`src/design/bwcn_pkg.sv`:
```
package bwcn_pkg;

   localparam int SLOTS           = 4;
   localparam int SLOT_W          = $clog2(SLOTS);
   localparam int IDX_W           = 16;
   localparam int WGT_IN_W        = 16;
   localparam int WGT_W           = 15;
   localparam int SUM_W           = 17;
   localparam int DIV_REM_W       = SUM_W + 1;
   localparam int DIV_STEPS       = WGT_W;
   localparam int TDATA_W         = 128;
   localparam int QUEUE_DEPTH_DEF = 4;

   localparam logic [SUM_W-1:0] Q_ONE     = SUM_W'(16384);
   localparam logic [IDX_W-1:0] IDX_EMPTY = '1;

   // compacted vertex as it leaves the front end
   typedef struct packed {
      logic [SLOTS-1:0][IDX_W-1:0] idx;
      logic [SLOTS-1:0][WGT_W-1:0] wgt;
      logic [SUM_W-1:0]            sum;
      logic                        norm;
   } vertex_type;

   // one stage of the restoring divider pipeline
   typedef struct packed {
      logic                            valid;
      logic [SLOTS-1:0][IDX_W-1:0]     idx;
      logic [SLOTS-1:0][WGT_W-1:0]     raw;
      logic [SUM_W-1:0]                sum;
      logic                            norm;
      logic [SLOTS-1:0][DIV_REM_W-1:0] rem;
      logic [SLOTS-1:0][WGT_W-1:0]     quo;
   } div_stage_type;

   // one restoring step: {quotient bit, new remainder}
   function automatic logic [DIV_REM_W:0] div_step(input logic [DIV_REM_W-1:0] rem,
                                                   input logic [SUM_W-1:0] dvs);
      logic [DIV_REM_W-1:0] d;
      d = DIV_REM_W'(dvs);
      if (rem >= d) begin
         return {1'b1, rem - d};
      end else begin
         return {1'b0, rem};
      end
   endfunction

endpackage

```
`src/design/bwcn_front.sv`:
```
module bwcn_front
   import bwcn_pkg::*;
(
   input  logic [TDATA_W-1:0] req_data,
   output vertex_type         vtx
);

   always_comb begin
      logic [IDX_W-1:0]    idx_i;
      logic [WGT_IN_W-1:0] w_i;
      logic [SLOT_W-1:0]   cnt;
      logic [SUM_W-1:0]    sum;
      cnt = '0;
      sum = '0;
      for (int i = 0; i < SLOTS; i++) begin
         vtx.idx[i] = IDX_EMPTY;
         vtx.wgt[i] = '0;
      end
      for (int i = 0; i < SLOTS; i++) begin
         idx_i = req_data[IDX_W*i +: IDX_W];
         w_i   = req_data[IDX_W*SLOTS + WGT_IN_W*i +: WGT_IN_W];
         // keep only non-negative index with strictly positive weight
         if (!idx_i[IDX_W-1] && !w_i[WGT_IN_W-1] && (w_i != '0)) begin
            vtx.idx[cnt] = idx_i;
            vtx.wgt[cnt] = w_i[WGT_W-1:0];
            sum = sum + SUM_W'(w_i[WGT_W-1:0]);
            cnt = cnt + 1'b1;
         end
      end
      vtx.sum  = sum;
      vtx.norm = (sum != '0) && (sum != Q_ONE);
   end

endmodule

```
`config.mk`:
```
export PLATFORM = sky130hd
export DESIGN_NAME = bwcn_front
export DESIGN_NICKNAME = d
export VERILOG_FILES = /design/src/design/bwcn_pkg.sv /design/src/design/bwcn_front.sv
export SDC_FILE = /design/constraint.sdc
export NUM_CORES = 1
export LEC_CHECK = 0
export BUFFER_PORTS_ARGS = -buffer_cell sky130_fd_sc_hd__buf_4
export CORE_ASPECT_RATIO = 1.5
export CORE_MARGIN = 8
export CORE_UTILIZATION = 35
export DETAILED_ROUTE_END_ITERATION = 7
export PLACE_DENSITY_LB_ADDON = 0.3
export SLEW_MARGIN = 25
export SYNTH_ARGS = -nofsm -noshare
export SYNTH_HDL_FRONTEND = slang
export SYNTH_SLANG_ARGS = --single-unit
```
`constraint.sdc`:
```
create_clock -name vclk -period 15.82
set_input_delay 1.582 -clock vclk [all_inputs]
set_output_delay 1.582 -clock vclk [all_outputs]
set_load 0.03 [all_outputs]
```
==> implementation parameters <==
Parameter                              Value

Cells and area
  Sequential cell count    0
  Count of clock buffers in the final design    0
  Relative area change from synthesis to final layout    38.0%
  Final Net Count    1263
  Share of cells above drive strength 1    28.4%
  Area taken by flip-flops and latches    0 µm²
  Final instance count without filler cells    1286
  Cell area after layout    7670 µm²
  Fill count    1712
  Antenna cells    0

Synth
  Fraction of synthesized area in multiplexers    2.32%
  Total of warnings raised by yosys    0
  Number of instances in the synthesized netlist    871
  Post-synthesis share of cell area spent on and, or, nand and nor gates    27.7%
  Avg Inst Size Synth    6.39 µm²
  Compound-gate portion of the synthesized area    49.0%
  Adder and majority cell fraction of the synthesized area    11.7%
  Total nets after synthesis    1049
  Unique masters post-synth    79
  Largest family of logic cells by synthesized area    compound AO/OA/AOI/OAI gates
  Area of the mapped netlist    5560 µm²
  Xor and xnor area share after synthesis    3.24%
  Part of the Yosys area used for sequential elements    0%

Power
  Power density over the cells    44.3 nW/µm²
  LEAKAGE    3.45 nW
  Largest vdd supply drop    0.0363 mV

Global route
  Combined global-route utilization of all metal layers    28.5%
  Grt ovf    0
  Wire length of the first global-routing pass    46200 µm
  Via count of the first global-routing pass    8257
  Pin count of the biggest net entering global routing    62
  Number of antenna violations at the first check in global routing    1

Clock tree
  Post-CTS Hold Buffers    0
  Post-cts sizing count    0
  Setup Fix Bufs, Post-CTS    0

Setup path
  Startpoint types    input port
  Category of the most critical setup path    in -> out
  Slowest CP cell    sky130_fd_sc_hd__o41a_4
  Most repeated library cell on the critical path    sky130_fd_sc_hd__ha_1
  Crit Path Max Fanout    25
  Worst endpoint data arrival time    9.19 ns
  Category of the worst setup path capture point    primary output
  Worst stage delay on the critical path    0.64 ns
  Data required time of the worst path    14.24 ns

Die
  Floorplan Core Area    15600 µm²
  Height of the die    170 µm
  Cell Rows    56
  Area enclosed by the die boundary    20300 µm²
  Top-level port count    270
  Starting Density    35.6%
  Die X-Extent    119 µm

Hold path
  Min-Delay Startpoint    req_data[61]
  Path class of the lowest-slack min-delay path    in -> out
  Hold EP    vtx[139]
  Hold path cells    3

Detailed routing
  Wire length per cell after detailed routing    23.8 µm
  TritonRoute pass-1 iters    6
  Via Count    8183
  Iteration-0 DRC count of the detailed router    659
  Number of antenna-violating nets in the routed design    0
  DR vias/cell    6.36
  Overall routed net length    30600 µm
  Residual DRC    0

Timing
  Final setup fails    0
  Setup repair after global routing missed its margin    false
  Number of failing hold endpoints at the final stage    0
  Peak Freq    0.0928 GHz
  Worst slew margin    32.7%
  Total negative slack for setup checks    0 ns
  Period Utilization, post-route    68.1%
  Post-layout min period    10.77 ns
  Final Max Tran Viols    0
  Least-Margin Pin Slew    1.01 ns

Placement
  Placed cell count    1286
  Count of input and output buffers    270
  Final weighted congestion in routability-driven placement    0.988
  Post-detail-place hpwl    25100 µm
  Area of placed instances    7670 µm²

Run status
  Status    finished, final reports clean

Flow run
  Max-capacitance violation count    0
## worst max-delay path: cells and delay by family
kind	cells	cell delay [ns]
AOI/OAI and AO/OA	12	2.68
buffers and inverters	2	0.29
muxes	1	0.29
and+or+nand+nor	9	2.80
adders and majority gates	4	1.14
xor gates and xnor gates	1	0.38
## final cells by class
class	instances	area (µm²)	share of cell area [%]
inverters	21	78.8	1.03
multi-input cells	786	5270	68.7
repair buffers	276	2070	27.0
well taps	203	254	3.31
## power breakdown
| part | total (mW) | switching [mW] | internal [mW] |
|---|---|---|---|
| clock network | 0 | 0 | 0 |
| logic | 0.340 | 0.210 | 0.130 |
| registers | 0 | 0 | 0 |
| total | 0.340 | 0.210 | 0.130 |
## routing by layer
layer  GRT usage (%)  wire [µm]  vias up
met2            53.9      15200      486
met1            29.8      11100     3807
met5               0          0        -
met4            12.3       1570        0
li1                -          -     3809
met3            5.64       2820       81
## cells in the final DEF (no fill, tap or decap), drive strengths merged, types with 8 or more instances in the layout
master,count
nor3,18
nor2,98
ha,48
a211oi,15
nand3,22
xnor2,10
a21oi,74
o31ai,11
inv,21
or3,8
xor2,8
o21a,14
and3,13
a21o,18
o22ai,17
or4,16
a22o,28
a31oi,25
o21ai,51
and2,16
a22oi,17
nand2,102
o22a,31
o221ai,17
buf,276
## synthesized netlist by cell type, drive strengths merged, types with 5 or more instances
cell | instances | area (µm²)
a211oi | 15 | 125
nand4 | 6 | 37.5
a2111oi | 6 | 78.8
a31oi | 25 | 156
and3 | 13 | 86.3
o31ai | 11 | 87.6
ha | 48 | 601
nand2b | 5 | 31.3
o2111ai | 6 | 58.8
o22ai | 17 | 106
inv | 21 | 78.8
clkbuf | 59 | 221
a21oi | 74 | 370
o211ai | 6 | 45.0
o21a | 14 | 105
a21o | 18 | 135
a22o | 28 | 245
nor4 | 6 | 37.5
nor3 | 18 | 90.1
o21ai | 51 | 259
buf | 5 | 33.8
a22oi | 17 | 141
nand2 | 102 | 383
xnor2 | 10 | 87.6
o21bai | 5 | 37.5
mux2i | 5 | 50.1
a211o | 7 | 62.6
or4 | 16 | 124
nand3 | 22 | 110
o22a | 31 | 272
mux2 | 7 | 78.8
or3 | 8 | 50.1
xor2 | 8 | 70.1
o221ai | 17 | 149
and2 | 16 | 100
nor2 | 98 | 368
## how the worst max path moves through the flow
stage,start,to,cells after the start
3_3_place_gp,req_data[74],vtx[0],28
2_1_floorplan,req_data[71],vtx[0],28
6_report,req_data[74],vtx[0],29
5_1_grt,req_data[74],vtx[0],29
3_5_place_dp,req_data[74],vtx[0],29
4_1_cts,req_data[74],vtx[0],29
## cells by family after synthesis
logic type | count (synthesis)
AOI/OAI and AO/OA | 377
xor gates and xnor gates | 19
adders and majority gates | 51
buffers and inverters | 85
muxes | 12
and+or+nand+nor | 327
## through the flow
stage / setup WS, ns / power (mW) / hold WS (ns) / util [%]
5_1_grt: 4.59 / 0.366 / 3.53 / 49.1
2_1_floorplan: 5.40 / 0.210 / 3.38 / -
3_5_place_dp: 5.09 / 0.337 / 3.52 / 49.1
6_report: 5.05 / 0.340 / 3.53 / 49.1
4_1_cts: 5.05 / 0.338 / 3.53 / 49.1
3_3_place_gp: 5.22 / 0.335 / 3.52 / 49.0
Power figures use the tool's default switching activity.
