[config.mk]
export PLATFORM = sky130hd
export DESIGN_NAME = bwcn_div
export DESIGN_NICKNAME = d
export VERILOG_FILES = /design/src/design/bwcn_pkg.sv /design/src/design/bwcn_div.sv
export SDC_FILE = /design/constraint.sdc
export NUM_CORES = 2
export LEC_CHECK = 0
export CAP_MARGIN = 40
export CORE_UTILIZATION = 45
export CTS_CLUSTER_DIAMETER = 150
export DETAILED_ROUTE_END_ITERATION = 8
export DONT_BUFFER_PORTS = 1
export GPL_TIMING_DRIVEN = 0
export PLACE_DENSITY = 0.65
export REMOVE_ABC_BUFFERS = 1
export SLEW_MARGIN = 20
export SYNTH_ARGS = -nofsm -noshare
export SYNTH_HDL_FRONTEND = slang
export SYNTH_MEMORY_MAX_BITS = 65536
export SYNTH_SLANG_ARGS = --single-unit
[constraint.sdc]
create_clock -name clock -period 210 [get_ports clock]
set_clock_uncertainty 0.2 [all_clocks]
set_input_delay 42 -clock clock [delete_from_list [all_inputs] [get_ports clock]]
set_output_delay 42 -clock clock [all_outputs]
set_load 0.005 [all_outputs]
[src/design/bwcn_pkg.sv]
package bwcn_pkg;

   localparam int SLOTS           = 4;
   localparam int SLOT_W          = $clog2(SLOTS);
   localparam int IDX_W           = 16;
   localparam int WGT_IN_W        = 16;
   localparam int WGT_W           = 15;
   localparam int SUM_W           = 17;
   localparam int DIV_REM_W       = SUM_W + 1;
   localparam int DIV_STEPS       = WGT_W;
   localparam int TDATA_W         = 128;
   localparam int QUEUE_DEPTH_DEF = 4;

   localparam logic [SUM_W-1:0] Q_ONE     = SUM_W'(16384);
   localparam logic [IDX_W-1:0] IDX_EMPTY = '1;

   // compacted vertex as it leaves the front end
   typedef struct packed {
      logic [SLOTS-1:0][IDX_W-1:0] idx;
      logic [SLOTS-1:0][WGT_W-1:0] wgt;
      logic [SUM_W-1:0]            sum;
      logic                        norm;
   } vertex_type;

   // one stage of the restoring divider pipeline
   typedef struct packed {
      logic                            valid;
      logic [SLOTS-1:0][IDX_W-1:0]     idx;
      logic [SLOTS-1:0][WGT_W-1:0]     raw;
      logic [SUM_W-1:0]                sum;
      logic                            norm;
      logic [SLOTS-1:0][DIV_REM_W-1:0] rem;
      logic [SLOTS-1:0][WGT_W-1:0]     quo;
   } div_stage_type;

   // one restoring step: {quotient bit, new remainder}
   function automatic logic [DIV_REM_W:0] div_step(input logic [DIV_REM_W-1:0] rem,
                                                   input logic [SUM_W-1:0] dvs);
      logic [DIV_REM_W-1:0] d;
      d = DIV_REM_W'(dvs);
      if (rem >= d) begin
         return {1'b1, rem - d};
      end else begin
         return {1'b0, rem};
      end
   endfunction

endpackage

[src/design/bwcn_div.sv]
module bwcn_div
   import bwcn_pkg::*;
(
   input  logic          clock,
   input  logic          reset,
   input  logic          in_valid,
   output logic          in_ready,
   input  vertex_type    in_data,
   output logic          out_valid,
   input  logic          out_ready,
   output div_stage_type out_stage
);

   localparam int LAST = DIV_STEPS - 1;

   div_stage_type s_ff [DIV_STEPS];
   div_stage_type s_in [DIV_STEPS];
   logic          en;

   // whole pipeline moves unless the final stage holds a stalled request
   assign en        = !s_ff[LAST].valid || out_ready;
   assign in_ready  = en;
   assign out_valid = s_ff[LAST].valid;
   assign out_stage = s_ff[LAST];

   // first step yields the top quotient bit (set only when w equals the sum)
   always_comb begin
      logic [DIV_REM_W:0] st;
      s_in[0].valid = in_valid;
      s_in[0].idx   = in_data.idx;
      s_in[0].raw   = in_data.wgt;
      s_in[0].sum   = in_data.sum;
      s_in[0].norm  = in_data.norm;
      for (int l = 0; l < SLOTS; l++) begin
         st = div_step(DIV_REM_W'(in_data.wgt[l]), in_data.sum);
         s_in[0].rem[l]           = st[DIV_REM_W-1:0];
         s_in[0].quo[l]           = '0;
         s_in[0].quo[l][LAST]     = st[DIV_REM_W];
      end
   end

   for (genvar k = 1; k < DIV_STEPS; k++) begin : g_step
      always_comb begin
         logic [DIV_REM_W:0] st;
         s_in[k] = s_ff[k-1];
         for (int l = 0; l < SLOTS; l++) begin
            st = div_step({s_ff[k-1].rem[l][DIV_REM_W-2:0], 1'b0}, s_ff[k-1].sum);
            s_in[k].rem[l]          = st[DIV_REM_W-1:0];
            s_in[k].quo[l][LAST-k]  = st[DIV_REM_W];
         end
      end
   end

   for (genvar k = 0; k < DIV_STEPS; k++) begin : g_reg
      always_ff @(posedge clock) begin
         if (reset) begin
            s_ff[k].valid <= 1'b0;
         end else if (en) begin
            s_ff[k] <= s_in[k];
         end
      end
   end

endmodule

==> results by group <==
Route
  – WL final: approximately 370 mm
  – DRC Markers: 0
  – Initial DRT Pass Iterations: 6
  – Drt wl/cell: 20.7 µm
  – Initial DRC count: approximately 7000
  – Vias: between 90000 and 100k
  – DR vias/cell: around 5.3
  – Antenna viol nets, final: 0

Worst setup path
  – Worst R2R Path Depth: 18
  – Crit-path cells: nand2b_1
  – Critical path class: input port to output pin
  – Reg-to-reg critical path endpoint: s_ff[0][1282]
  – R2R Path Start: s_ff[1][1924]
  – Worst Path Arrival: about 42000 ps
  – CP Launch Type: input port
  – Largest delay share family, worst path: simple AND/OR/NAND/NOR gates
  – Crit Path Max Fanout: 3
  – Critical path's largest stage delay: between 150 and 200 ps
  – Register-to-register setup slack: approximately 200000 ps
  – Buffers & Inverters on Critical Path: 0
  – CP Capture Type: output pin
  – Slowest cell on crit path: nand2b_1
  – Worst EP required: ~170000 ps

Yosys
  – EDFF count, synth: about 3600
  – Seq cells post-synth: around 3600
  – Post-synthesis cell count: around 12000
  – Ys flop type: edfxtp_1
  – Number of distinct library cells after synthesis: 100
  – Register area share after synthesis: 0.643
  – YS warnings: 0
  – Leading area contributor after synthesis: edfxtp_1
  – Top cells by area, synth: edfxtp_1, ha_1, mux2_2
  – Post-Syn Area: around 170000 µm²
  – Syn avg cell area: 13.8 µm²
  – Yosys top cell area share: 0.643
  – Asr flop ratio synth: 0

STA
  – Worst setup margin: between 100000 and 150000 ps
  – Finish-stage setup viols: 0
  – Worst hold slack: a little under 200 ps
  – Shortest period the worst path allows: between 80000 and 90000 ps
  – Least-Margin Pin Slew: slightly above 900 ps
  – Max-slew violations: 0
  – Final hold violation count: 0
  – RSZ-0062 raised after global routing: false
  – Max Fclk: about 12 MHz
  – Slew margin rel.: 0.370
  – Fin Setup TNS: 0 ps
  – Final Cycle Share: 0.402

Floorplan
  – Die Wd: between 600 and 700 µm
  – I/O pins: roughly 420
  – Starting Density: 0.453
  – Die area: ~380000 µm²
  – Die height: slightly above 600 µm
  – Std-Cell Rows: ~230
  – Core Region: between 300000 and 400000 µm²

Layout
  – Layout net count: between 10000 and 15000
  – Most frequent cells in the layout: edfxtp_1, ha_1, nand2_1
  – Regs by FF count: s_ff: 3649 flops
  – P&R area growth vs syn: 11.8%
  – Max reg flops: approximately 3600
  – Commonest non-fill, non-tap cell in the layout: edfxtp_1
  – Layout cells sized above 1: 0.100
  – Non-filler cells, final: roughly 18000
  – Largest Register: s_ff

Min path
  – Worst hold start: s_ff[1][517]
  – Hold Path Class: register to register
  – Hold Crit Endpoint: s_ff[1][792]
  – WHS Path Cells: 0

Clocking
  – Clock transition at the registers of the reported paths: approximately 60 ps
  – Post-CTS Setup Bufs: 0
  – Clk buf depth: 4
  – Cts hold-fix bufs: 0
  – CTS sink count: around 3600
  – CTS root buf: clkbuf_16
  – Worst-skew pair later-pin latency: 950 ps
  – CTS H-Tree Depth: 5
  – CTS tree: yes
  – Resized Gates After CTS: 0
  – Total CTS buffers: roughly 380

Global route
  – Vias in the first global route: between 90000 and 100k
  – Initial antenna violation count: 37
  – Grt ovf: 0
  – First-pass GRT wire length: around 550 mm
  – Total track usage: 0.188
  – Largest net degree at the start of global routing: 34

Placed design
  – Pre-CTS WS: about 130000 ps
  – Placed cell count: between 15000 and 20000
  – Input/output buffers: 0
  – Gpl congestion: 0.900
  – Detailed placement HPWL: between 200 and 300 mm

Job
  – Max-cap viol count: 0

Status
  – Status: finished clean

Pwr
  – P_leak: 71.4 nW
  – PwrDens: 14.1 nW/µm²
  – Overall Power: 2.69 mW
  – Maximum vdd drop: about 7.6 µV
final cells by class:
class                   instances  area [µm²]
inverters                     616        2310
repair buffers                205        4140
diodes                          6        15.0
well taps                    4994        6250
multi-input cells            7660       56000
flip-flops and latches       3649      110000
clock inverters               239        2530
clock buffers                 450        9880
fillers                     31379      186000
cells by family after synthesis:
logic type	after synthesis	share of synthesized area
fa+ha+maj	1072	0.0813
compound gates	2825	0.106
flops	3649	0.643
mux	419	0.0279
xor+xnor	740	0.0380
buf+inv	1090	0.0311
simple gates	2604	0.0728
per-stage QoR:
stage,util,cell area [µm²]
after global routing,0.507,191000
after global placement,0.462,174000
after CTS,0.506,191000
after detailed placement,0.473,178000
after floorplan,-,168000
final,0.507,191000
cell usage after synthesis (all sizes together) (329+ instances only):
library cell / count
ha: 1012
inv: 608
nor2: 650
a21o: 363
o21ai: 773
xor2: 329
mux2: 374
edfxtp: 3649
buf: 349
a21oi: 704
xnor2: 411
nand2: 800
worst max-delay path by stage:
stage | startpoint | endpoint | slack, ps | depth (start not counted)
2_1_floorplan | reset | s_ff[0][1099] | -2410 | 2
3_3_place_gp | reset | s_ff[0][274] | -60940 | 2
3_5_place_dp | out_ready | in_ready | 125640 | 1
4_1_cts | out_ready | in_ready | 125630 | 1
5_1_grt | out_ready | in_ready | 125610 | 1
6_report | out_ready | in_ready | 125640 | 1
metal layers:
metal  share of wire  GRT usage  vias to the layer above
li1                -          -                    46891
met1            0.43      0.243                    45588
met2            0.49      0.325                     2163
met3           0.045     0.0243                      606
met4           0.039     0.0679                        2
met5        0.000035          0                        -
where the power goes:
part           total, mW  switching, mW  internal (mW)
Sequential          1.08         0.0837          0.997
Combinational      0.950          0.532          0.418
Clock              0.664          0.281          0.383
Note: power is estimated with default switching activity, not from simulation.
