`src/design/bwcn_pkg.sv`:
```
package bwcn_pkg;

   localparam int SLOTS           = 4;
   localparam int SLOT_W          = $clog2(SLOTS);
   localparam int IDX_W           = 16;
   localparam int WGT_IN_W        = 16;
   localparam int WGT_W           = 15;
   localparam int SUM_W           = 17;
   localparam int DIV_REM_W       = SUM_W + 1;
   localparam int DIV_STEPS       = WGT_W;
   localparam int TDATA_W         = 128;
   localparam int QUEUE_DEPTH_DEF = 4;

   localparam logic [SUM_W-1:0] Q_ONE     = SUM_W'(16384);
   localparam logic [IDX_W-1:0] IDX_EMPTY = '1;

   // compacted vertex as it leaves the front end
   typedef struct packed {
      logic [SLOTS-1:0][IDX_W-1:0] idx;
      logic [SLOTS-1:0][WGT_W-1:0] wgt;
      logic [SUM_W-1:0]            sum;
      logic                        norm;
   } vertex_type;

   // one stage of the restoring divider pipeline
   typedef struct packed {
      logic                            valid;
      logic [SLOTS-1:0][IDX_W-1:0]     idx;
      logic [SLOTS-1:0][WGT_W-1:0]     raw;
      logic [SUM_W-1:0]                sum;
      logic                            norm;
      logic [SLOTS-1:0][DIV_REM_W-1:0] rem;
      logic [SLOTS-1:0][WGT_W-1:0]     quo;
   } div_stage_type;

   // one restoring step: {quotient bit, new remainder}
   function automatic logic [DIV_REM_W:0] div_step(input logic [DIV_REM_W-1:0] rem,
                                                   input logic [SUM_W-1:0] dvs);
      logic [DIV_REM_W-1:0] d;
      d = DIV_REM_W'(dvs);
      if (rem >= d) begin
         return {1'b1, rem - d};
      end else begin
         return {1'b0, rem};
      end
   endfunction

endpackage

```
`src/design/bwcn_queue.sv`:
```
module bwcn_queue
   import bwcn_pkg::*;
#(
   parameter int DEPTH = QUEUE_DEPTH_DEF
) (
   input  logic       clock,
   input  logic       reset,
   input  logic       in_valid,
   output logic       in_ready,
   input  vertex_type in_data,
   output logic       out_valid,
   input  logic       out_ready,
   output vertex_type out_data
);

   localparam int PTR_W = $clog2(DEPTH);
   localparam int CNT_W = $clog2(DEPTH + 1);

   vertex_type       entry_ff [DEPTH];
   logic [PTR_W-1:0] wr_ptr_ff, wr_ptr_in;
   logic [PTR_W-1:0] rd_ptr_ff, rd_ptr_in;
   logic [CNT_W-1:0] count_ff, count_in;
   logic             push, pop;

   assign in_ready  = (count_ff != CNT_W'(DEPTH));
   assign out_valid = (count_ff != '0);
   assign out_data  = entry_ff[rd_ptr_ff];
   assign push      = in_valid && in_ready;
   assign pop       = out_valid && out_ready;

   always_comb begin
      wr_ptr_in = wr_ptr_ff;
      rd_ptr_in = rd_ptr_ff;
      count_in  = count_ff;
      if (push) begin
         wr_ptr_in = (wr_ptr_ff == PTR_W'(DEPTH - 1)) ? '0 : wr_ptr_ff + 1'b1;
      end
      if (pop) begin
         rd_ptr_in = (rd_ptr_ff == PTR_W'(DEPTH - 1)) ? '0 : rd_ptr_ff + 1'b1;
      end
      if (push && !pop) begin
         count_in = count_ff + 1'b1;
      end else if (pop && !push) begin
         count_in = count_ff - 1'b1;
      end
   end

   always_ff @(posedge clock) begin
      if (reset) begin
         wr_ptr_ff <= '0;
         rd_ptr_ff <= '0;
         count_ff  <= '0;
      end else begin
         wr_ptr_ff <= wr_ptr_in;
         rd_ptr_ff <= rd_ptr_in;
         count_ff  <= count_in;
      end
   end

   always_ff @(posedge clock) begin
      if (push) begin
         entry_ff[wr_ptr_ff] <= in_data;
      end
   end

endmodule

```
`config.mk`:
```
export PLATFORM = sky130hd
export DESIGN_NAME = bwcn_queue
export DESIGN_NICKNAME = d
export VERILOG_FILES = /design/src/design/bwcn_pkg.sv /design/src/design/bwcn_queue.sv
export SDC_FILE = /design/constraint.sdc
export NUM_CORES = 1
export LEC_CHECK = 0
export ABC_AREA = 1
export CAP_MARGIN = 30
export CORE_ASPECT_RATIO = 1.4
export CORE_UTILIZATION = 60
export CTS_BUF_LIST = sky130_fd_sc_hd__clkbuf_4 sky130_fd_sc_hd__clkbuf_8
export CTS_CLUSTER_SIZE = 28
export DETAILED_ROUTE_END_ITERATION = 10
export DONT_BUFFER_PORTS = 1
export GPL_ROUTABILITY_DRIVEN = 0
export HOLD_SLACK_MARGIN = 0.15
export PLACE_DENSITY = 0.78
export REMOVE_ABC_BUFFERS = 1
export SYNTH_ARGS = -nofsm -noshare
export SYNTH_HDL_FRONTEND = slang
export SYNTH_SLANG_ARGS = --single-unit
export TNS_END_PERCENT = 5
```
`constraint.sdc`:
```
create_clock -name clock -period 24.8 [get_ports clock]
set_input_delay 4.96 -clock clock [delete_from_list [all_inputs] [get_ports clock]]
set_output_delay 4.96 -clock clock [all_outputs]
set_load 0.05 [all_outputs]
```
==> results.tsv, run 1 <==
metric	value	unit
status	completed	
TritonCTS buffer count	81	
core area	35100	µm²
crit path launch type	flop	
CTS Root Buffer Type	clkbuf_8	
syn avg cell area	14.9	µm²
synth warn	0	
final wirelength	45100	µm
number of global-route vias before repair	12676	
DRT met1 WL	16100	µm
LEAKAGE	8.24	nW
hpwl dp	25800	µm
depth of the CTS H-tree	3	
met3 routed WL	3830	µm
Design Power	3.15	mW
Gate Count Post-Synth	1442	
overall global routing resource usage	24.8	%
initial antenna violation count	0	
Internal	1.86	mW
DR top layer	met4	
clock sinks	577	
grt ovf	0	
first-pass GRT wire length	67600	µm
CTS tree	yes	
Crit path max-delay family	buffers and inverters	
fmax	112	MHz
Avg WL per Cell	21.4	µm
CP Max Fanout	88	
initial drt markers	1107	
simple logic cell fraction of the synthesized area	5.64	%
Routed Antenna Nets	0	
wire length on met2	23400	µm
library cells used by synthesis	21	
Worst-path clk slew	0.06	ns
worst path bufs/invs	4	
Switch Pwr	1.29	mW
area of the multi-input gates	3670	µm²
post-synthesis xor/xnor area fraction	0.0409	%
post-DR vias/cell	6.00	
Setup TNS Final	0	ns
Flop pwr share	39.4	%
Worst Skew	0.0170	ns
Peak VDD IR	0.128	mV
Hold WC Path Type	reg2reg	
Clock Latency Late Sink	0.61	ns
minimum clock period	8.92	ns
Filler cells	2281	
Sw Share	41.0	%
I/O pin total	290	
area delta synth->final	13.8	%
total number of vias	12666	
post-synthesis mux area share	0	%
CP Class	reg2out	
die width	162	µm
Worst EP arrival	3.96	ns
largest net degree at the start of global routing	149	
register area	17200	µm²
post-CTS resize count	0	
1st-pass router iterations	6	
Buffers on Ports	0	
# setup viols final	0	
Slowest-stage cell, CP	dfxtp_4	
worst slew pin tran	1.07	ns
most used cell, CP	buf_4	
pwr dens	129	nW/µm²
synthesized cell area	21400	µm²
Synth Register Bits	577	
Die Area	36500	µm²
starting density of the core	61.1	%
NumNets Final	1746	
Tcrit/Tclk final	36.0	%
Slowest Stage Delay on Critical Path	0.93	ns
max-slew violation count	0	
DR DRC count	0	
Die Span Y	226	µm
sequential element share of the synthesized area	80.4	%
Critical Path RT	19.84	ns
CP Cell Sequence	buf_4 -> buf_16 -> buf_4 -> o21ai_0 -> o22ai_1 -> buf_4	
Crit. End Element	primary output	
fraction of layout cells with a size suffix above 1	17.8	%
CTS max path bufs	3	
RSZ-0062 raised after global routing	no	
max cap viols	0	
Compound-Gate Fraction of Synth Area	10.8	%
Post-CTS Setup Inserts	0	
Comb power frac	38.9	%
relative slew slack	30.0	%
Final Hold Fails	0	
cts hold-fix bufs	0	
row cnt	81	
Adder-Cell Fraction of Synth Area	0.444	%
clock power share	21.8	%
largest family of logic cells by synthesized area	compound AO/OA/AOI/OAI gates	
[per-stage QoR]
step / utilization, % / setup slack (ns) / hold slack (ns) / instance area, µm² / instances
2_1_floorplan: - / 10.34 / 0.483 / 20900 / 1349
3_3_place_gp: 62.0 / 16.04 / 0.513 / 21800 / 1832
3_5_place_dp: 65.1 / 16.53 / 0.512 / 22800 / 1965
4_1_cts: 69.5 / 15.86 / 0.520 / 24400 / 2110
5_1_grt: 69.5 / 15.61 / 0.568 / 24400 / 2111
6_report: 69.5 / 15.88 / 0.517 / 24400 / 2112
[worst min-delay path, stage by stage, from the launching register on]
cell and delay [ns]:
dfxtp_1 0.31, a21oi_1 0.11, nor2_1 0.06
[cell families (layout without fill, tap and decap cells)]
| kind of cell | Yosys count | in the layout |
|---|---|---|
| AO/OA/AOI/OAI | 429 | 429 |
| XOR/XNOR | 1 | 1 |
| adder cells (fa/ha/maj) | 7 | 7 |
| buffers and inverters | 109 | 322 |
| flip-flops | 577 | 577 |
| other | 0 | 1 |
| AND/OR/NAND/NOR | 319 | 319 |
[flip-flops by register name, summed over array words and instances (netlist names), named ones only]
| signal | flops |
|---|---|
| wr_ptr_ff | 2 |
| entry_ff | 568 |
| count_ff | 3 |
| rd_ptr_ff | 2 |
[final cells by class]
| cell class | instances | area share, % |
|---|---|---|
| Multi-Input combinational cell | 756 | 15.0 |
| Timing Repair Buffer | 161 | 5.37 |
| Clock buffer | 105 | 5.39 |
| Sequential cell | 577 | 70.7 |
| Inverter | 16 | 0.287 |
| Tap cell | 456 | 2.34 |
| Clock inverter | 40 | 0.852 |
| Antenna cell | 1 | 0.0103 |
[layer usage]
layer  track usage [%]  up-vias
met1              27.6     6196
li1                  -     5763
met4              13.5        0
met3              7.11      110
met2              42.9      597
met5                 0        -
[cells in the mapped netlist (all sizes together)]
cell | n | area share (%)
clkinv | 1 | 0.023
a21oi | 2 | 0.047
nand4 | 1 | 0.029
buf | 50 | 1.6
edfxtp | 568 | 80
clkbuf | 43 | 0.75
nand3 | 1 | 0.023
xor2 | 1 | 0.041
inv | 15 | 0.26
nand3b | 2 | 0.070
fa | 1 | 0.093
o21ai | 285 | 6.7
o22ai | 142 | 4.1
nand2 | 14 | 0.25
ha | 6 | 0.35
nor2 | 301 | 5.3
dfxtp | 9 | 0.84
[final timing paths]
check / slack [ns] / depth (start not counted) / endpoint / startpoint
worst min-delay path: 0.52 / 2 / flop / rd_ptr_ff[1]
worst max-delay path: 15.88 / 6 / out_data[51] / flop
worst min register to register: 0.52 / 2 / flop / rd_ptr_ff[1]
worst max register to register: 21.29 / 6 / entry_ff[2][55] / count_ff[0]
[power by group through the flow]
| stage | Combinational [mW] | Sequential, mW | Clock, mW |
|---|---|---|---|
| 4_1_cts | 1.22 | 1.24 | 0.700 |
| 2_1_floorplan | 0.839 | 1.29 | 0 |
| 3_3_place_gp | 1.01 | 1.26 | 0 |
| 6_report | 1.23 | 1.24 | 0.686 |
| 5_1_grt | 1.29 | 1.25 | 0.741 |
| 3_5_place_dp | 1.22 | 1.26 | 0 |
[cell usage in the layout, fill, tap and decap left out]
cell type,instances
clkinv_1,21
nand3b_1,2
diode_2,1
nor2_1,297
o21ai_0,158
a21oi_1,2
clkinv_2,15
xor2_1,1
inv_1,13
inv_4,1
o21ai_1,127
fa_1,1
clkbuf_4,21
clkinvlp_4,2
nand4_1,1
inv_2,1
ha_1,6
dfxtp_4,2
inv_6,1
nor2_4,4
edfxtp_1,568
o22ai_1,142
buf_16,5
nand3_1,1
nand2_1,14
clkbuf_8,84
dfxtp_1,7
buf_4,156
inv_8,1
bufinv_16,1
Note: power is estimated with default switching activity, not from simulation.
==> inputs of run 2 (changes only) <==
CORE_UTILIZATION = 59   (was 60)
PLACE_DENSITY = 0.8   (was 0.78)
clock period = 7.7 ns   (was 24.8 ns; I/O delays follow)
==> run 2 against run 1 <==
Clock skew is 0.018 ns higher. Register-to-register slack worse by 17 ns. Core utilization is 1.4 points lower. Critical path depth is 2 lower. Sequential share of layout area hardly changed. Final cell count is 0.38% lower. First-iteration DRC count is 3.3% lower. Count of clock-buffer cells in the layout is 2 lower. Clock power grew to 3.4 times the previous value. Combinational power grew to 3.2 times the previous value. Largest cell class unchanged. Largest power group unchanged.
==> results.tsv, run 2 (same netlist as run 1, synthesis figures left out) <==
metric	value	unit	change
Tcrit/Tclk final	69.3	%	
RSZ-0062 raised after global routing	no		
final wirelength	44100	µm	-2.3%
Top reg by flops	entry_ff		
relative slew slack	30.7	%	+0.72 points
Top Registers	entry_ff (568), count_ff (3)		
Buffers on Ports	0		unchanged
initial antenna violation count	1		+1
clock sinks	577		unchanged
overall global routing resource usage	23.6	%	-1.2 points
Worst EP arrival	3.80	ns	-0.16 ns
wire length on met2	23100	µm	-1.1%
Final Hold Fails	0		unchanged
Filler cells	2237		-1.9%
hpwl dp	23800	µm	-7.8%
pwr dens	421	nW/µm²	+230%
post-CTS resize count	0		unchanged
commonest non-fill, non-tap cells in the layout	edfxtp_1, nor2_1, o21ai_0		
fin util	68.1	%	-1.4 points
I/O pin total	290		unchanged
CTS max path bufs	3		unchanged
1st-pass router iterations	6		unchanged
total number of vias	12639		-0.21%
Crit. End Element	primary output		
largest net degree at the start of global routing	147		-1.3%
CP Max Fanout	79		-10%
Critical Path RT	6.16	ns	-13.68 ns
Post-CTS Setup Inserts	0		unchanged
most used cell, CP	buf_4		
DR DRC count	0		unchanged
hold path depth	2		unchanged
fmax	187	MHz	
first-pass GRT wire length	65700	µm	-2.9%
Slowest-stage cell, CP	o22ai_1		
CP Class	reg2out		
die width	163	µm	+0.83%
Setup TNS Final	0	ns	unchanged
row cnt	82		+1.2%
DR top layer	met4		
cts hold-fix bufs	0		unchanged
Avg WL per Cell	20.9	µm	-1.9%
CP Cell Sequence	buf_4 -> buf_4 -> o21ai_0 -> o22ai_1		
leading cell type in the layout, fill and taps excluded	edfxtp_1		
LEAKAGE	8.21	nW	-0.35%
DRT met1 WL	15300	µm	-5.3%
Peak VDD IR	0.427	mV	+230%
core area	35800	µm²	+2.1%
status	completed		
met3 routed WL	3860	µm	+0.71%
Worst Skew	0.0352	ns	+0.0182 ns
number of global-route vias before repair	12701		+0.20%
NumNets Final	1734		-0.69%
Hold WC Path Type	reg2reg		
CTS tree	yes		
starting density of the core	59.9	%	-1.3 points
initial drt markers	1071		-3.3%
Die Span Y	228	µm	+0.84%
Die Area	37100	µm²	+1.7%
minimum clock period	5.34	ns	
worst slew pin tran	1.05	ns	-0.0109 ns
Slowest Stage Delay on Critical Path	0.84	ns	-0.09 ns
# setup viols final	0		unchanged
max-slew violation count	0		unchanged
post-DR vias/cell	6.01		+0.17%
crit path launch type	flop		
worst-case reg-to-reg path depth	5		-1
Worst-path clk slew	0.06	ns	about the same
depth of the CTS H-tree	3		unchanged
grt ovf	0		unchanged
Design Power	10.3	mW	+230%
area delta synth->final	13.8	%	about the same
fraction of layout cells with a size suffix above 1	17.5	%	-0.28 points
max cap viols	0		unchanged
CTS Root Buffer Type	clkbuf_8		
Routed Antenna Nets	0		unchanged
TritonCTS buffer count	80		-1.2%
Largest register FFs	568		unchanged
Clock Latency Late Sink	0.62	ns	about the same
==> run 2: cell count changes in the layout (fill, tap and decap cells not counted), sizes merged <==
cell	previous run	this run
buf	161	150
bufinv	1	5
clkbuf	105	103
clkinv	36	25
clkinvlp	2	3
inv	17	22
==> run 2: worst paths after layout <==
kind                                   start  slack [ns]         endpoint
worst min register to register  wr_ptr_ff[1]        0.54     wr_ptr_ff[1]
worst max register to register   count_ff[0]        4.44  entry_ff[0][25]
worst min-delay path            wr_ptr_ff[1]        0.54     wr_ptr_ff[1]
worst max-delay path                    flop        2.36     out_data[85]
==> run 2: final cells by class <==
class | count | area, µm² | area share, %
Timing Repair Buffer | 150 | 1210 | 4.97
Clock buffer | 103 | 1280 | 5.25
Sequential cell | 577 | 17200 | 70.7
Tap cell | 462 | 578 | 2.37
Inverter | 16 | 70.1 | 0.287
Clock inverter | 39 | 333 | 1.36
Antenna cell | 1 | 2.50 | 0.0103
Multi-Input combinational cell | 756 | 3670 | 15.0
==> run 2: worst max-delay path: cells and delay by family (launching register included) <==
family / cells / cell delay [ns]
buffers and inverters: 2 / 1.35
DFF: 1 / 0.69
AOI/OAI and AO/OA: 2 / 1.04
==> run 2: through the flow <==
stage	setup WS, ns	instance area (µm²)	hold slack (ns)	cells
after detailed placement	3.04	22800	0.529	1961
final	2.36	24400	0.544	2104
after global routing	2.12	24400	0.566	2104
after global placement	2.97	21800	0.514	1835
after CTS	2.35	24400	0.544	2103
after floorplan	-3.34	20900	0.483	1349
==> run 2: layer usage <==
layer,vias up,global-route usage (%)
li1,5725,-
met1,6202,25.6
met2,586,41.0
met3,126,6.81
met4,0,14.1
met5,-,0
==> run 2: power by group <==
part / switching [mW] / internal [mW] / total, mW / leakage (nW)
registers: 0.139 / 3.83 / 3.97 / 5.28
logic: 2.96 / 0.987 / 3.95 / 2.08
clock network: 1.08 / 1.27 / 2.35 / 0.847
==> inputs of run 3 (changes only) <==
clock period = 4.8 ns   (was 7.7 ns; I/O delays follow)
==> run 3 against run 2 <==
Sequential cell count unchanged. Routed wire length up 2.6%. Count of clock-buffer cells in the layout increased by 11. Non-clock buffer count is 3 higher. Critical path depth is 1 higher. Global-route usage is 0.67 points higher. Core utilization about the same. Sequential share of layout area about the same. Sequential power up 61%. Critical path type unchanged. Critical endpoint is now out_data[31].
==> results.tsv, run 3 (same netlist as run 1, synthesis figures left out) <==
metric	value	unit	change
area delta synth->final	13.8	%	about the same
total number of vias	12634		-0.040%
cts hold-fix bufs	0		unchanged
Critical Path RT	3.84	ns	-2.32 ns
Peak VDD IR	0.575	mV	+35%
register area	17200	µm²	unchanged
worst path bufs/invs	3		+1
Worst Skew	0.0288	ns	-0.00641 ns
die width	163	µm	unchanged
1st-pass router iterations	6		unchanged
leading cell type in the layout, fill and taps excluded	edfxtp_1		
first-pass GRT wire length	67000	µm	+2.0%
# setup viols final	0		unchanged
pwr dens	671	nW/µm²	+59%
Worst-path clk slew	0.06	ns	about the same
grt ovf	0		unchanged
depth of the CTS H-tree	3		unchanged
starting density of the core	59.9	%	unchanged
worst slew pin tran	1.07	ns	+0.0203 ns
Clock Latency Late Sink	0.63	ns	about the same
Avg WL per Cell	21.4	µm	+2.4%
Crit path max-delay family	buffers and inverters		
LEAKAGE	8.23	nW	+0.19%
TritonCTS buffer count	80		unchanged
worst-case reg-to-reg path depth	5		unchanged
Slowest-stage cell, CP	inv_8		
Crit. End Element	primary output		
largest net degree at the start of global routing	158		+7.5%
R2R Setup Slk	1.79	ns	-2.65 ns
CP Cell Sequence	inv_8 -> buf_4 -> nor2_1 -> o22ai_1 -> buf_4		
Die Span Y	228	µm	unchanged
crit path launch type	flop		
Hold WC Path Type	in2reg		
max cap viols	0		unchanged
DR DRC count	0		unchanged
Setup TNS Final	0	ns	unchanged
Design Power	16.4	mW	+59%
Buffers on Ports	0		unchanged
fmax	239	MHz	
dpl ws	1.27	ns	-1.76 ns
max-slew violation count	0		unchanged
Worst EP arrival	3.22	ns	-0.58 ns
CTS tree	yes		
Final Hold Fails	0		unchanged
Top reg by flops	entry_ff		
Largest register FFs	568		unchanged
Filler cells	2262		+1.1%
overall global routing resource usage	24.3	%	+0.67 points
initial drt markers	969		-9.5%
Post-CTS Setup Inserts	0		unchanged
post-DR vias/cell	5.99		-0.28%
clock sinks	577		unchanged
hpwl dp	25000	µm	+5.2%
Routed Antenna Nets	0		unchanged
row cnt	82		unchanged
Die Area	37100	µm²	unchanged
post-CTS resize count	0		unchanged
relative slew slack	29.4	%	-1.3 points
initial antenna violation count	1		unchanged
Slowest Stage Delay on Critical Path	0.79	ns	-0.05 ns
commonest non-fill, non-tap cells in the layout	edfxtp_1, nor2_1, o21ai_0		
Top Registers	entry_ff (568), count_ff (3)		
minimum clock period	4.18	ns	
Setup crit end	out_data[31]		
CP Class	reg2out		
I/O pin total	290		unchanged
reg-to-reg critical path endpoint	entry_ff[1][17]		
fraction of layout cells with a size suffix above 1	18.0	%	+0.55 points
most used cell, CP	buf_4		
r2r startpoint	count_ff[0]		
NumNets Final	1737		+0.17%
Tcrit/Tclk final	87.2	%	
Final WS setup	0.616	ns	-1.74 ns
hold path depth	1		-1
RSZ-0062 raised after global routing	no		
CP Depth	5		+1
number of global-route vias before repair	12505		-1.5%
CTS Root Buffer Type	clkbuf_8		
worst hold start	reset		
area of the multi-input gates	3670	µm²	unchanged
CTS max path bufs	3		unchanged
status	completed		
CP Max Fanout	157		+99%
final wirelength	45200	µm	+2.6%
core area	35800	µm²	unchanged
## run 3: worst min-delay path by stage
| stage | end | slack (ns) |
|---|---|---|
| 3_3_place_gp | flop | 0.50 |
| 5_1_grt | count_ff[0] | 0.37 |
| 2_1_floorplan | flop | 0.48 |
| 6_report | count_ff[0] | 0.40 |
| 3_5_place_dp | flop | 0.53 |
| 4_1_cts | count_ff[0] | 0.35 |
## run 3: cell type report
class | instances | area share [%]
Tap cell | 462 | 2.37
Antenna cell | 1 | 0.0103
Clock inverter | 30 | 0.815
Inverter | 16 | 0.287
Clock buffer | 114 | 5.64
Timing Repair Buffer | 153 | 5.17
Multi-Input combinational cell | 756 | 15.0
Sequential cell | 577 | 70.7
## run 3: layer usage
metal	GRT usage (%)	share of wire, %
met2	41.1	51
met1	27.1	36
met5	0	0
met3	7.65	8.8
met4	13.8	4.2
## run 3: metrics by stage
| stage | util, % | instance area [µm²] | hold WS (ns) | cells |
|---|---|---|---|---|
| CTS | 68.1 | 24400 | 0.346 | 2108 |
| finish | 68.1 | 24400 | 0.396 | 2109 |
| global placement | 63.1 | 22600 | 0.501 | 1932 |
| detailed placement | 63.7 | 22800 | 0.528 | 1964 |
| global route | 68.1 | 24400 | 0.366 | 2109 |
| floorplan | - | 20900 | 0.483 | 1349 |
## run 3: where the power goes
part	internal, mW	switching, mW
clock	1.96	1.72
combinational	1.57	4.72
sequential	6.14	0.269
## run 3: worst reg2reg max path: stages (launching register included)
cell and delay (ns):
dfxtp_1 0.39, nor2_1 0.08, nand2_1 0.49, nand2_1 0.47, nor2_4 0.84, buf_12 0.37
